<file path="src/hdl/apc_pkg.sv">
package apc_pkg;

  typedef enum logic [2:0] {
    MODE_IDLE   = 3'd0,
    MODE_UP     = 3'd1,
    MODE_DOWN   = 3'd2,
    MODE_P1     = 3'd3,
    MODE_P2     = 3'd4,
    MODE_P3     = 3'd5,
    MODE_P4     = 3'd6
  } mode_t;

  typedef enum logic [1:0] {
    DRV_STOP = 2'd0,
    DRV_UP   = 2'd1,
    DRV_DOWN = 2'd2
  } drive_t;

  localparam int CFG_INDEX_BITS = 8;
  localparam int CFG_DATA_BITS  = 12;
  localparam int ERR_BITS       = 15;
  localparam int FULL_BITS      = 10;

  localparam logic [CFG_INDEX_BITS-1:0] REG_PRESET_ONE   = 8'd0;
  localparam logic [CFG_INDEX_BITS-1:0] REG_PRESET_TWO   = 8'd1;
  localparam logic [CFG_INDEX_BITS-1:0] REG_PRESET_THREE = 8'd2;
  localparam logic [CFG_INDEX_BITS-1:0] REG_PRESET_FOUR  = 8'd3;
  localparam logic [CFG_INDEX_BITS-1:0] REG_SCALE        = 8'd4;
  localparam logic [CFG_INDEX_BITS-1:0] REG_FULL_SCALE   = 8'd5;
  localparam logic [CFG_INDEX_BITS-1:0] REG_SETTLE       = 8'd6;
  localparam logic [CFG_INDEX_BITS-1:0] REG_LEAVE        = 8'd7;

  localparam logic signed [ERR_BITS-1:0] ERR_MAX = 15'sd16383;
  localparam logic signed [ERR_BITS-1:0] ERR_MIN = -15'sd16384;

  typedef struct packed {
    logic [3:0][11:0]        preset_pos;
    logic [3:0]              scale_factor;
    logic [FULL_BITS-1:0]    sample_full_scale;
    logic [7:0]              settle_threshold;
    logic [7:0]              leave_threshold;
  } cfg_t;

  typedef struct packed {
    mode_t  mode;
    logic   seeking;
    drive_t drive;
  } state_t;

  typedef struct packed {
    logic       button_up;
    logic       button_down;
    logic [3:0] preset;
  } buttons_t;

endpackage

</file>
<file path="src/hdl/apc_item_if.sv">
interface apc_item_if #(parameter int SAMPLE_BITS = 10);
  logic                   valid;
  logic                   ready;
  logic                   button_up;
  logic                   button_down;
  logic                   preset_one;
  logic                   preset_two;
  logic                   preset_three;
  logic                   preset_four;
  logic [SAMPLE_BITS-1:0] shoulder_sample;

  modport source (output valid, button_up, button_down, preset_one, preset_two,
                  preset_three, preset_four, shoulder_sample, input ready);
  modport sink (input valid, button_up, button_down, preset_one, preset_two,
                preset_three, preset_four, shoulder_sample, output ready);
endinterface

</file>
<file path="src/hdl/apc_result_if.sv">
interface apc_result_if;
  logic               valid;
  logic               ready;
  logic [1:0]         motor_drive;
  logic [2:0]         control_mode;
  logic signed [14:0] position_error;

  modport source (output valid, motor_drive, control_mode, position_error, input ready);
  modport sink (input valid, motor_drive, control_mode, position_error, output ready);
endinterface

</file>
<file path="src/hdl/apc_cfg_if.sv">
interface apc_cfg_if;
  logic        valid;
  logic        ready;
  logic [7:0]  index;
  logic [11:0] data;

  modport source (output valid, index, data, input ready);
  modport sink (input valid, index, data, output ready);
endinterface

</file>
<file path="src/hdl/apc_cfg_regs.sv">
module apc_cfg_regs
  import apc_pkg::*;
(
  input  logic      clk,
  input  logic      rst,
  apc_cfg_if.sink   cfg,
  output cfg_t      regs
);

  assign cfg.ready = 1'b1;

  always_ff @(posedge clk) begin
    if (rst) begin
      regs.preset_pos[0]     <= 12'd4;
      regs.preset_pos[1]     <= 12'd180;
      regs.preset_pos[2]     <= 12'd676;
      regs.preset_pos[3]     <= 12'd1140;
      regs.scale_factor      <= 4'd4;
      regs.sample_full_scale <= 10'd1023;
      regs.settle_threshold  <= 8'd20;
      regs.leave_threshold   <= 8'd45;
    end else if (cfg.valid) begin
      case (cfg.index)
        REG_PRESET_ONE:   regs.preset_pos[0]     <= cfg.data;
        REG_PRESET_TWO:   regs.preset_pos[1]     <= cfg.data;
        REG_PRESET_THREE: regs.preset_pos[2]     <= cfg.data;
        REG_PRESET_FOUR:  regs.preset_pos[3]     <= cfg.data;
        REG_SCALE:        regs.scale_factor      <= cfg.data[3:0];
        REG_FULL_SCALE:   regs.sample_full_scale <= cfg.data[FULL_BITS-1:0];
        REG_SETTLE:       regs.settle_threshold  <= cfg.data[7:0];
        REG_LEAVE:        regs.leave_threshold   <= cfg.data[7:0];
        default: ;
      endcase
    end
  end

endmodule

</file>
<file path="src/hdl/apc_step.sv">
module apc_step
  import apc_pkg::*;
#(
  parameter int SAMPLE_BITS = 10
) (
  input  cfg_t                          regs,
  input  state_t                        state,
  input  buttons_t                      btn,
  input  logic [SAMPLE_BITS-1:0]        sample,
  output state_t                        state_next,
  output logic signed [ERR_BITS-1:0]    error
);

  localparam int DW = (SAMPLE_BITS > FULL_BITS ? SAMPLE_BITS : FULL_BITS) + 1;
  localparam int PW = DW + 5;
  localparam int EW = PW + 1;

  logic signed [DW-1:0] diff;
  logic signed [PW-1:0] pos;
  logic [1:0]           which;
  logic signed [EW-1:0] target;
  logic signed [EW-1:0] err_full;
  logic [EW-1:0]        mag;
  logic                 any_preset;
  logic                 other;
  logic                 seeking_preset;
  logic                 seek_new;
  logic signed [EW-1:0] err_cmp;

  always_comb begin
    diff = DW'(signed'({1'b0, regs.sample_full_scale})) - DW'(signed'({1'b0, sample}));
    pos  = PW'(diff) * PW'(signed'({1'b0, regs.scale_factor}));

    case (state.mode)
      MODE_P2: which = 2'd1;
      MODE_P3: which = 2'd2;
      MODE_P4: which = 2'd3;
      default: which = 2'd0;
    endcase
    seeking_preset = (state.mode inside {MODE_P1, MODE_P2, MODE_P3, MODE_P4});

    target   = EW'(signed'({1'b0, regs.preset_pos[which]}));
    err_full = target - EW'(pos);
    mag      = err_full[EW-1] ? EW'(-err_full) : EW'(err_full);

    any_preset = |btn.preset;
    other      = btn.button_up || btn.button_down || |(btn.preset & ~(4'b0001 << which));

    // hysteresis: leave_threshold to start seeking, settle_threshold to stop
    seek_new = state.seeking;
    err_cmp  = '0;
    if (!state.seeking) begin
      if (mag > EW'(regs.leave_threshold)) begin
        seek_new = 1'b1;
        err_cmp  = err_full;
      end
    end else if (mag < EW'(regs.settle_threshold)) begin
      seek_new = 1'b0;
    end else begin
      err_cmp = err_full;
    end

    state_next = state;
    error      = '0;
    case (state.mode)
      MODE_IDLE: begin
        if (!any_preset) begin
          if (btn.button_up && !btn.button_down) begin
            state_next.drive = DRV_UP;
            state_next.mode  = MODE_UP;
          end else if (!btn.button_up && btn.button_down) begin
            state_next.drive = DRV_DOWN;
            state_next.mode  = MODE_DOWN;
          end
        end else if (!btn.button_up && !btn.button_down) begin
          // lowest numbered preset wins
          if (btn.preset[0])      state_next.mode = MODE_P1;
          else if (btn.preset[1]) state_next.mode = MODE_P2;
          else if (btn.preset[2]) state_next.mode = MODE_P3;
          else                    state_next.mode = MODE_P4;
        end
      end
      MODE_UP: begin
        if (!btn.button_up) begin
          state_next.drive = DRV_STOP;
          state_next.mode  = MODE_IDLE;
        end
      end
      MODE_DOWN: begin
        if (!btn.button_down) begin
          state_next.drive = DRV_STOP;
          state_next.mode  = MODE_IDLE;
        end
      end
      MODE_P1, MODE_P2, MODE_P3, MODE_P4: begin
        if (other) begin
          // abort keeps the comparator state
          state_next.drive = DRV_STOP;
          state_next.mode  = MODE_IDLE;
        end else begin
          state_next.seeking = seek_new;
          if (err_cmp > 0) begin
            state_next.drive = DRV_UP;
          end else if (err_cmp < 0) begin
            state_next.drive = DRV_DOWN;
          end else begin
            state_next.drive = DRV_STOP;
            state_next.mode  = MODE_IDLE;
          end
          if (err_cmp > EW'(ERR_MAX))      error = ERR_MAX;
          else if (err_cmp < EW'(ERR_MIN)) error = ERR_MIN;
          else                             error = err_cmp[ERR_BITS-1:0];
        end
      end
      default: state_next.mode = MODE_IDLE;
    endcase
    if (!seeking_preset) state_next.seeking = state.seeking;
  end

endmodule

</file>
<file path="src/hdl/arm_preset_position_controller_top.sv">
// Shoulder arm preset controller. Each input word is one control tick: the manual
// up/down buttons, four preset buttons and a pot sample. Position is
// scale_factor * (sample_full_scale - sample); a preset drives the motor bang-bang
// toward its target through a hysteresis comparator, manual buttons drive while held,
// any other button aborts a preset. One word is accepted every cycle while ready is high;
// each word passes through the input register, then the result register.
// While a result waits to be taken the block holds at most one more word in its input
// register and then drops ready until the result goes. Configuration writes are
// accepted at any time and take effect the next cycle; write them only while idle.
module arm_preset_position_controller_top
  import apc_pkg::*;
#(
  parameter int SAMPLE_BITS = 10
) (
  input  logic                         clk,
  input  logic                         rst,
  apc_cfg_if.sink                      cfg,
  apc_item_if.sink                     item,
  apc_result_if.source                 result
);

  cfg_t                         regs;
  state_t                       state;
  state_t                       state_next;
  logic                         in_valid;
  buttons_t                     in_btn;
  logic [SAMPLE_BITS-1:0]       in_sample;
  logic                         advance;
  logic signed [ERR_BITS-1:0]   error;

  apc_cfg_regs u_regs (
    .clk  (clk),
    .rst  (rst),
    .cfg  (cfg),
    .regs (regs)
  );

  apc_step #(.SAMPLE_BITS(SAMPLE_BITS)) u_step (
    .regs       (regs),
    .state      (state),
    .btn        (in_btn),
    .sample     (in_sample),
    .state_next (state_next),
    .error      (error)
  );

  assign advance    = in_valid && (!result.valid || result.ready);
  assign item.ready = !in_valid || advance;

  // input register
  always_ff @(posedge clk) begin
    if (rst) begin
      in_valid <= 1'b0;
    end else if (item.valid && item.ready) begin
      in_valid <= 1'b1;
    end else if (advance) begin
      in_valid <= 1'b0;
    end
  end

  always_ff @(posedge clk) begin
    if (item.valid && item.ready) begin
      in_btn.button_up   <= item.button_up;
      in_btn.button_down <= item.button_down;
      in_btn.preset      <= {item.preset_four, item.preset_three,
                             item.preset_two, item.preset_one};
      in_sample          <= item.shoulder_sample;
    end
  end

  // controller state
  always_ff @(posedge clk) begin
    if (rst) begin
      state.mode    <= MODE_IDLE;
      state.seeking <= 1'b0;
      state.drive   <= DRV_STOP;
    end else if (advance) begin
      state <= state_next;
    end
  end

  // result register
  always_ff @(posedge clk) begin
    if (rst) begin
      result.valid <= 1'b0;
    end else if (advance) begin
      result.valid <= 1'b1;
    end else if (result.ready) begin
      result.valid <= 1'b0;
    end
  end

  always_ff @(posedge clk) begin
    if (advance) begin
      result.motor_drive    <= state_next.drive;
      result.control_mode   <= state_next.mode;
      result.position_error <= error;
    end
  end

endmodule

</file>
<file path="src/flat_wrapper.sv">
// flat-port wrapper written by rule: the top's interface ports become plain ports
module arm_preset_position_controller_top_flat import apc_pkg::*;
#(
  parameter int SAMPLE_BITS = 10
)
  (clk, rst, cfg_valid, cfg_index, cfg_data, cfg_ready, item_valid, item_button_up, item_button_down, item_preset_one, item_preset_two, item_preset_three, item_preset_four, item_shoulder_sample, item_ready, result_valid, result_motor_drive, result_control_mode, result_position_error, result_ready);
  apc_cfg_if cfg_i ();
  apc_item_if #(.SAMPLE_BITS(SAMPLE_BITS)) item_i ();
  apc_result_if result_i ();
  input  logic clk;
  input  logic rst;
  input wire logic [$bits(cfg_i.valid)-1:0] cfg_valid;
  input wire logic [$bits(cfg_i.index)-1:0] cfg_index;
  input wire logic [$bits(cfg_i.data)-1:0] cfg_data;
  output wire logic [$bits(cfg_i.ready)-1:0] cfg_ready;
  input wire logic [$bits(item_i.valid)-1:0] item_valid;
  input wire logic [$bits(item_i.button_up)-1:0] item_button_up;
  input wire logic [$bits(item_i.button_down)-1:0] item_button_down;
  input wire logic [$bits(item_i.preset_one)-1:0] item_preset_one;
  input wire logic [$bits(item_i.preset_two)-1:0] item_preset_two;
  input wire logic [$bits(item_i.preset_three)-1:0] item_preset_three;
  input wire logic [$bits(item_i.preset_four)-1:0] item_preset_four;
  input wire logic [$bits(item_i.shoulder_sample)-1:0] item_shoulder_sample;
  output wire logic [$bits(item_i.ready)-1:0] item_ready;
  output wire logic [$bits(result_i.valid)-1:0] result_valid;
  output wire logic [$bits(result_i.motor_drive)-1:0] result_motor_drive;
  output wire logic [$bits(result_i.control_mode)-1:0] result_control_mode;
  output wire logic [$bits(result_i.position_error)-1:0] result_position_error;
  input wire logic [$bits(result_i.ready)-1:0] result_ready;
  assign cfg_i.valid = cfg_valid;
  assign cfg_i.index = cfg_index;
  assign cfg_i.data = cfg_data;
  assign cfg_ready = cfg_i.ready;
  assign item_i.valid = item_valid;
  assign item_i.button_up = item_button_up;
  assign item_i.button_down = item_button_down;
  assign item_i.preset_one = item_preset_one;
  assign item_i.preset_two = item_preset_two;
  assign item_i.preset_three = item_preset_three;
  assign item_i.preset_four = item_preset_four;
  assign item_i.shoulder_sample = item_shoulder_sample;
  assign item_ready = item_i.ready;
  assign result_valid = result_i.valid;
  assign result_motor_drive = result_i.motor_drive;
  assign result_control_mode = result_i.control_mode;
  assign result_position_error = result_i.position_error;
  assign result_i.ready = result_ready;
  arm_preset_position_controller_top #(.SAMPLE_BITS(SAMPLE_BITS)) u_core (.clk(clk), .rst(rst), .cfg(cfg_i), .item(item_i), .result(result_i));
endmodule
</file>
<file path="config.mk">
export PLATFORM = sky130hd
export DESIGN_NAME = arm_preset_position_controller_top_flat
export DESIGN_NICKNAME = d
export VERILOG_FILES = /design/src/hdl/apc_pkg.sv /design/src/hdl/apc_item_if.sv /design/src/hdl/apc_result_if.sv /design/src/hdl/apc_cfg_if.sv /design/src/hdl/apc_cfg_regs.sv /design/src/hdl/apc_step.sv /design/src/hdl/arm_preset_position_controller_top.sv /design/src/flat_wrapper.sv
export SDC_FILE = /design/constraint.sdc
export NUM_CORES = 1
export LEC_CHECK = 0
export BUFFER_PORTS_ARGS = -buffer_cell sky130_fd_sc_hd__buf_2
export CAP_MARGIN = 20
export CORE_ASPECT_RATIO = 1.1
export CORE_MARGIN = 3
export CORE_UTILIZATION = 60
export CTS_BUF_LIST = sky130_fd_sc_hd__clkbuf_4
export CTS_CLUSTER_SIZE = 10
export DETAILED_ROUTE_END_ITERATION = 10
export MAX_ROUTING_LAYER = met4
export PLACE_DENSITY_LB_ADDON = 0.2
export SLEW_MARGIN = 20
export SYNTH_ARGS = -nofsm -noshare
export SYNTH_HDL_FRONTEND = slang
export SYNTH_HIERARCHICAL = 1
export SYNTH_SLANG_ARGS = --single-unit
</file>
<file path="constraint.sdc">
create_clock -name clk -period 9.4 [get_ports clk]
set_input_delay 1.88 -clock clk [delete_from_list [all_inputs] [get_ports clk]]
set_output_delay 1.88 -clock clk [all_outputs]
set_load 0.05 [all_outputs]
</file>
==> results.ini, run 1 <==
[routing]
drt_iter0_drc = 483
drt-total-wl_um = 21290
wl_per_cell_um = 16.45
via_per_inst = 5.692
remaining_drc_errors = 0
vias = 7366
ant_nets = 0
drt_pass1_iterations = 6

[timing]
finalHoldViolCount = 0
worstMarginPinSlew_ns = 0.9980
fmax_mhz = 113.6
fin_skew_ns = 0.02021
slew_headroom_pct = 33.47
finalCritPeriodShare_pct = 93.68
timing.setup.tns_ns = 0
min_period_ns = 8.806
final-setup-viol-count = 0
maxSlewViolCount = 0

[pwr]
ir_drop_mv = 0.09093
p_clk_share_pct = 24.9
power_density_mw_per_mm2 = 141.8
total_power_w = 0.001422
p_leak_nw = 4.495
swShare_pct = 36.79
pwr-share-seq_pct = 39.0
p_int_w = 0.0008991
p_sw_w = 0.0005233
comb_power_share_pct = 36.0

[place]
numPortBuffers = 62
place_area_mm2 = 0.009714
dp_hpwl_um = 16210
placed_cells = 1260
place_congestion = 0.8997

[floorplanning]
num_rows = 47
core_mm2 = 0.01517
chipHeight_um = 136.9
die_area_mm2 = 0.01712
dieWidth_um = 125.0
initial_core_util_pct = 61.64
ioPinCount = 64

[final_layout]
stdcell_count = 1294
drive_above_1_share_pct = 13.04
fin_nets = 1219
syn_to_final_growth_pct = 7.224
multi_input_area_mm2 = 0.005914
regArea_mm2 = 0.002803
nFillCells = 1313
fin_area_mm2 = 0.01003

[global_route]
grtUsageTotal_pct = 26.06
antenna_found_initial = 1
grt_max_degree = 65
overflow = 0
grt_pass1_vias = 7212
grt_first_pass_wirelength_um = 35090

[synth]
seq_area_frac_synth_pct = 29.97
yosys_warnings = 6
yosysUniqueCellTypes = 88
syn_nets = 1178
async_flop_share_pct = 0
ys.flop_type = dfxtp_1
syn_area_per_cell_um2 = 8.967
syn_area_mm2 = 0.009353
synth_seq_cells = 122
syn_inst = 1043
synth_edf_count = 36

[critical_path]
reg2reg_depth = 42
cp.required_ns = 9.66
path_max_fanout = 7
cp-start-kind = flop
critPathSlowestCell = fa_1
worstSetupPathType = reg2reg
cp.arrival_ns = 9.07
timing.rr.start = u_core/u_regs/regs[16]
critPathMostFrequentCell = inv_1
cp-end-kind = flop
r2r_slack_ns = 0.59
critPathMaxStageDelay_ns = 0.56
timing.rr.end = u_core/result.control_mode[2]

[clock_tree]
cts_tree = built
cts_max_level = 4
clock-sinks = 122
path_clk_slew_ns = 0.10
clock_latency_ns = 0.52
clock_path_buffers = 2
cts_root_buffer = clkbuf_4
numCtsBuffers = 17

[hold_path]
hold_path.startpoint = u_core/u_regs/regs[75]
holdPathStages = 2
hold_end = u_core/u_regs/regs[75]
hold_class = reg2reg

[run_status]
outcome = completed

[run]
drv_cap = 0

Yosys cell counts, types with 5 or more instances:
master / count / area [µm²]
a211oi_1: 6 / 45.04
a21o_1: 17 / 127.6
a21oi_1: 55 / 275.3
a22oi_1: 9 / 67.56
and2_1: 34 / 212.7
buf_2: 7 / 35.03
buf_6: 6 / 67.56
clkbuf_1: 25 / 93.84
dfxtp_1: 86 / 1722
edfxtp_1: 36 / 1081
fa_1: 31 / 620.6
ha_1: 63 / 788.3
inv_1: 115 / 431.7
mux2i_1: 96 / 960.9
nand2_1: 59 / 221.5
nand2b_1: 78 / 488.0
nand3_1: 11 / 55.05
nand4_1: 6 / 37.54
nor2_1: 78 / 292.8
nor2b_1: 15 / 93.84
nor3_1: 15 / 75.07
nor4_1: 10 / 62.56
o21a_1: 8 / 60.06
o21ai_0: 36 / 180.2
or2_2: 5 / 31.28
or3_1: 8 / 50.05
xnor2_1: 20 / 175.2
xor2_1: 8 / 70.07
through the flow:
stage	setup WS (ns)	util, %	hold slack (ns)
after global routing	-0.01194	66.10	0.5006
final	0.5936	66.10	0.4811
after floorplan	0.7624	-	0.4450
after detailed placement	0.2811	64.03	0.4635
after global placement	0.6683	64.03	0.4567
after CTS	0.1747	65.78	0.4826
critical path, delay by kind of cell, from the launching register on:
family          cells  cell delay (ns)
flops               1             0.32
simple gates        7             0.90
fa+ha+maj           8             3.08
buf+inv             6             0.29
compound gates     20             3.69
xor+xnor            1             0.26
cell type report:
cell class	instances	share of cell area (%)
multi-input cells	759	58.98
flip-flops and latches	122	27.95
inverters	115	4.304
repair buffers	69	3.656
well taps	196	2.445
clock buffers	18	1.347
clock inverters	14	1.298
diodes	1	0.02495
worst max path at each step:
stage | startpoint | end | depth (start not counted)
after floorplan | u_core/u_regs/regs[16] | u_core/result.control_mode[2] | 44
after global placement | u_core/u_regs/regs[16] | u_core/result.control_mode[2] | 42
after detailed placement | u_core/u_regs/regs[16] | u_core/result.control_mode[2] | 42
after CTS | u_core/u_regs/regs[16] | u_core/state[5] | 44
after global routing | u_core/in_sample[1] | u_core/state[5] | 43
final | u_core/u_regs/regs[16] | u_core/result.control_mode[2] | 42
layer usage:
metal | share of wire [%] | vias to the layer above | wire length, µm | GRT usage (%)
met1 | 45 | 3464 | 9513 | 33.45
met4 | 1.6 | 0 | 346 | 6.205
li1 | - | 3668 | - | -
met2 | 49 | 206 | 10350 | 43.96
met5 | 0 | - | 0 | -
met3 | 5.1 | 28 | 1076 | 3.825
power groups by stage:
stage / Clock (W) / Sequential [W] / Combinational [W]
4_1_cts: 0.000362 / 0.000555 / 0.000498
6_report: 0.000355 / 0.000555 / 0.000512
3_3_place_gp: 0 / 0.000567 / 0.000496
2_1_floorplan: 0 / 0.000579 / 0.000372
5_1_grt: 0.000386 / 0.000557 / 0.000567
3_5_place_dp: 0 / 0.000567 / 0.000494
flip-flops by register name, indices dropped and copies added (netlist names):
register,cells
u_core/u_regs/regs,78
u_core/result.position_error,15
u_core/state,6
u_core/result.motor_drive,2
u_core/result.valid,1
u_core/result.control_mode,3
u_core/in_sample,10
u_core/in_valid,1
u_core/in_btn,6
cell families (layout without fill, tap and decap cells):
logic type | count (synthesis) | in the layout | synth area share, %
XOR/XNOR | 29 | 29 | 2.796
AND/OR/NAND/NOR | 353 | 353 | 21.07
other | 1 | 2 | 0.04010
buffers and inverters | 162 | 216 | 7.211
flip-flops | 122 | 122 | 29.97
adder cells (fa/ha/maj) | 94 | 94 | 15.06
multiplexers | 99 | 99 | 10.64
AO/OA/AOI/OAI | 183 | 183 | 13.22
repair_timing:
| action | CTS | global route |
|---|---|---|
| hold buffers | 0 | 0 |
| endpoints found under the setup margin | 0 | 24 |
| buffers inserted | 0 | 1 |
| gates resized for setup | 0 | 10 |
cell usage in the layout (no fill, tap or decap), types with 4 or more instances in the layout:
cell,count
clkinv_2,6
and2_1,34
nor4_1,10
nor3_1,15
a21boi_0,4
dfxtp_1,86
edfxtp_1,36
inv_1,115
a211oi_1,6
a21oi_1,48
a22oi_1,9
nand3_1,11
or2_2,5
buf_4,6
mux2i_1,96
or3_1,8
nand4_1,6
nor2_1,78
fa_1,31
a21o_1,17
nor2b_1,15
xor2_1,8
o21ai_0,35
nand3_2,4
nand2_1,59
xnor2_1,20
nand2b_1,78
ha_1,61
o21a_1,8
clkbuf_4,18
o22ai_1,4
buf_2,62
a21oi_2,6
No activity file was read; power rests on OpenSTA's default activity.
==> run 2, diff against run 1 <==
--- a/config.mk
+++ b/config.mk
@@ -7,7 +7,6 @@
 export LEC_CHECK = 0
 export BUFFER_PORTS_ARGS = -buffer_cell sky130_fd_sc_hd__buf_2
 export CAP_MARGIN = 20
-export CORE_ASPECT_RATIO = 1.1
 export CORE_MARGIN = 3
 export CORE_UTILIZATION = 60
 export CTS_BUF_LIST = sky130_fd_sc_hd__clkbuf_4
==> constraint.sdc (replaced) <==
create_clock -name clk -period 11.4 [get_ports clk]
set_input_delay 2.28 -clock clk [delete_from_list [all_inputs] [get_ports clk]]
set_output_delay 2.28 -clock clk [all_outputs]
set_load 0.1 [all_outputs]
==> results.ini, run 2 (same netlist as run 1, synthesis figures left out) <==
[clock_tree]
clock_latency_ns = 0.53  ; about the same
post_cts_buffers = 0  ; unchanged
cts_resized = 0  ; unchanged
path_clk_slew_ns = 0.11  ; about the same
cts_hold_buffers = 0  ; unchanged
clock-sinks = 122  ; unchanged
cts_tree = built
numCtsBuffers = 17  ; unchanged
cts_root_buffer = clkbuf_4
clock_path_buffers = 2  ; unchanged
cts_max_level = 4  ; unchanged

[timing]
worstMarginPinSlew_ns = 0.9621  ; -0.03587 ns
slew_headroom_pct = 35.27  ; +1.8 points
fmax_mhz = 110.1  ; -3.0%
hold_ws_ns = 0.4808  ; -0.0002700 ns
finalHoldViolCount = 0  ; unchanged
min_period_ns = 9.083  ; +0.2765 ns
timing.setup.tns_ns = 0  ; unchanged
fin_skew_ns = 0.02134  ; +0.001126 ns
rsz0062_at_grt = no
final-setup-viol-count = 0  ; unchanged
maxSlewViolCount = 0  ; unchanged
finalCritPeriodShare_pct = 79.67  ; -14 points

[pwr]
total_power_w = 0.001187  ; -17%
power_density_mw_per_mm2 = 118.9  ; -16%
ir_drop_mv = 0.08838  ; -2.8%
p_leak_nw = 4.488  ; -0.16%

[global_route]
grt_pass1_vias = 7070  ; -2.0%
antenna_found_initial = 1  ; unchanged
overflow = 0  ; unchanged
grtUsageTotal_pct = 26.45  ; +0.39 points
grt_first_pass_wirelength_um = 34770  ; -0.92%
grt_max_degree = 62  ; -4.6%

[routing]
remaining_drc_errors = 0  ; unchanged
vias = 7363  ; -0.041%
drt_iter0_drc = 411  ; -15%
ant_nets = 0  ; unchanged
via_per_inst = 5.730  ; +0.66%
wl_per_cell_um = 15.99  ; -2.8%
drt_pass1_iterations = 5  ; -1
drt-total-wl_um = 20540  ; -3.5%

[final_layout]
layout_common_cells = inv_1 (115), mux2i_1 (96), dfxtp_1 (86)
top_register = u_core/u_regs/regs
fin_nets = 1218  ; -0.082%
top_regs = u_core/u_regs/regs: 78 flops, u_core/result.position_error: 15 flops, u_core/in_sample: 10 flops
largest_reg_flops = 78  ; unchanged
drive_above_1_share_pct = 12.14  ; -0.90 points
stdcell_count = 1285  ; -0.70%
syn_to_final_growth_pct = 6.769
layout_commonest_cell = inv_1

[floorplanning]
num_rows = 45  ; -4.3%
initial_core_util_pct = 61.52  ; -0.12 points
dieWidth_um = 130.9  ; +4.6%
core_mm2 = 0.01520  ; +0.20%
ioPinCount = 64  ; unchanged
die_area_mm2 = 0.01712  ; about the same
chipHeight_um = 130.9  ; -4.5%

[place]
placed_cells = 1252  ; -0.63%
numPortBuffers = 62  ; unchanged
dp_hpwl_um = 15640  ; -3.5%
place_congestion = 0.9352  ; +3.9%

[hold_path]
hold_path.startpoint = u_core/u_regs/regs[60]
holdPathStages = 2  ; unchanged
hold_class = reg2reg
hold_end = u_core/u_regs/regs[60]

[critical_path]
cp-start-kind = flop
path_buf_inv = 7  ; +1
reg2reg_depth = 45  ; +7.1%
critPathMaxStageDelay_ns = 0.56  ; about the same
cp.arrival_ns = 9.51  ; +0.44 ns
timing.rr.start = u_core/u_regs/regs[16]
timing.rr.end = u_core/state[5]
cp.required_ns = 11.83  ; +2.17 ns
worstSetupPathType = reg2reg
critPathSlowestCell = fa_1
path_max_fanout = 17  ; +10
r2r_slack_ns = 2.32  ; +1.72 ns
crit_family = compound AO/OA/AOI/OAI gates
cp-end-kind = flop

[run_status]
outcome = completed

[run]
drv_cap = 0  ; unchanged

==> run 2: changes by cell type in the layout (fill, tap and decap cells not counted), moves of 2 or more <==
cell,before,now
ha_2,2,0
a21oi_2,6,0
clkinv_4,3,1
a21oi_1,48,54
ha_1,61,63
clkinv_2,6,1
clkbuf_4,18,23
==> run 2: worst register-to-register path, delay by kind of cell (launching register included) <==
kind	cells	cell delay (ns)
buf+inv	7	0.55
compound gates	20	3.82
simple gates	8	0.91
xor+xnor	1	0.20
mux	1	0.06
flops	1	0.32
fa+ha+maj	8	3.11
==> run 2: layout make-up <==
type	instances	area [µm²]
inverters	115	431.7
well taps	188	235.2
diodes	1	2.502
flip-flops and latches	122	2803
clock inverters	9	98.84
multi-input cells	759	5887
clock buffers	23	172.7
repair buffers	68	355.3
fillers	1373	5216
==> run 2: how the worst max path moves through the flow <==
stage                                 startpoint                            end  slack, ns  depth (start not counted)
after floorplan           u_core/u_regs/regs[16]  u_core/result.control_mode[2]       2.76                         44
after global placement    u_core/u_regs/regs[16]  u_core/result.control_mode[2]       2.62                         43
after detailed placement  u_core/u_regs/regs[16]                u_core/state[5]       2.43                         45
after CTS                 u_core/u_regs/regs[16]                u_core/state[5]       2.35                         45
after global routing      u_core/u_regs/regs[16]                u_core/state[5]       1.45                         45
final                     u_core/u_regs/regs[16]                u_core/state[5]       2.32                         45
==> run 2: stage by stage <==
stage	setup WS (ns)	utilization, %	area (µm²)
after floorplan	2.762	-	9353
after global placement	2.624	63.84	9704
after detailed placement	2.428	63.84	9704
after CTS	2.347	65.62	9976
after global routing	1.448	65.69	9986
final	2.317	65.69	9986
==> run 2: routing by layer <==
layer	global-route usage (%)	vias up	wire length, µm
met1	35.60	3472	9478
met3	4.309	39	1095
li1	-	3668	-
met2	42.09	184	9607
met4	6.413	0	361
met5	-	-	0
==> run 2: power by group <==
part	internal (W)	total [W]	switching, W	leakage [nW]
logic	0.000155	0.000428	0.000273	3.29
registers	0.000454	0.000457	0.00000359	1.04
clock network	0.000143	0.000301	0.000159	0.151
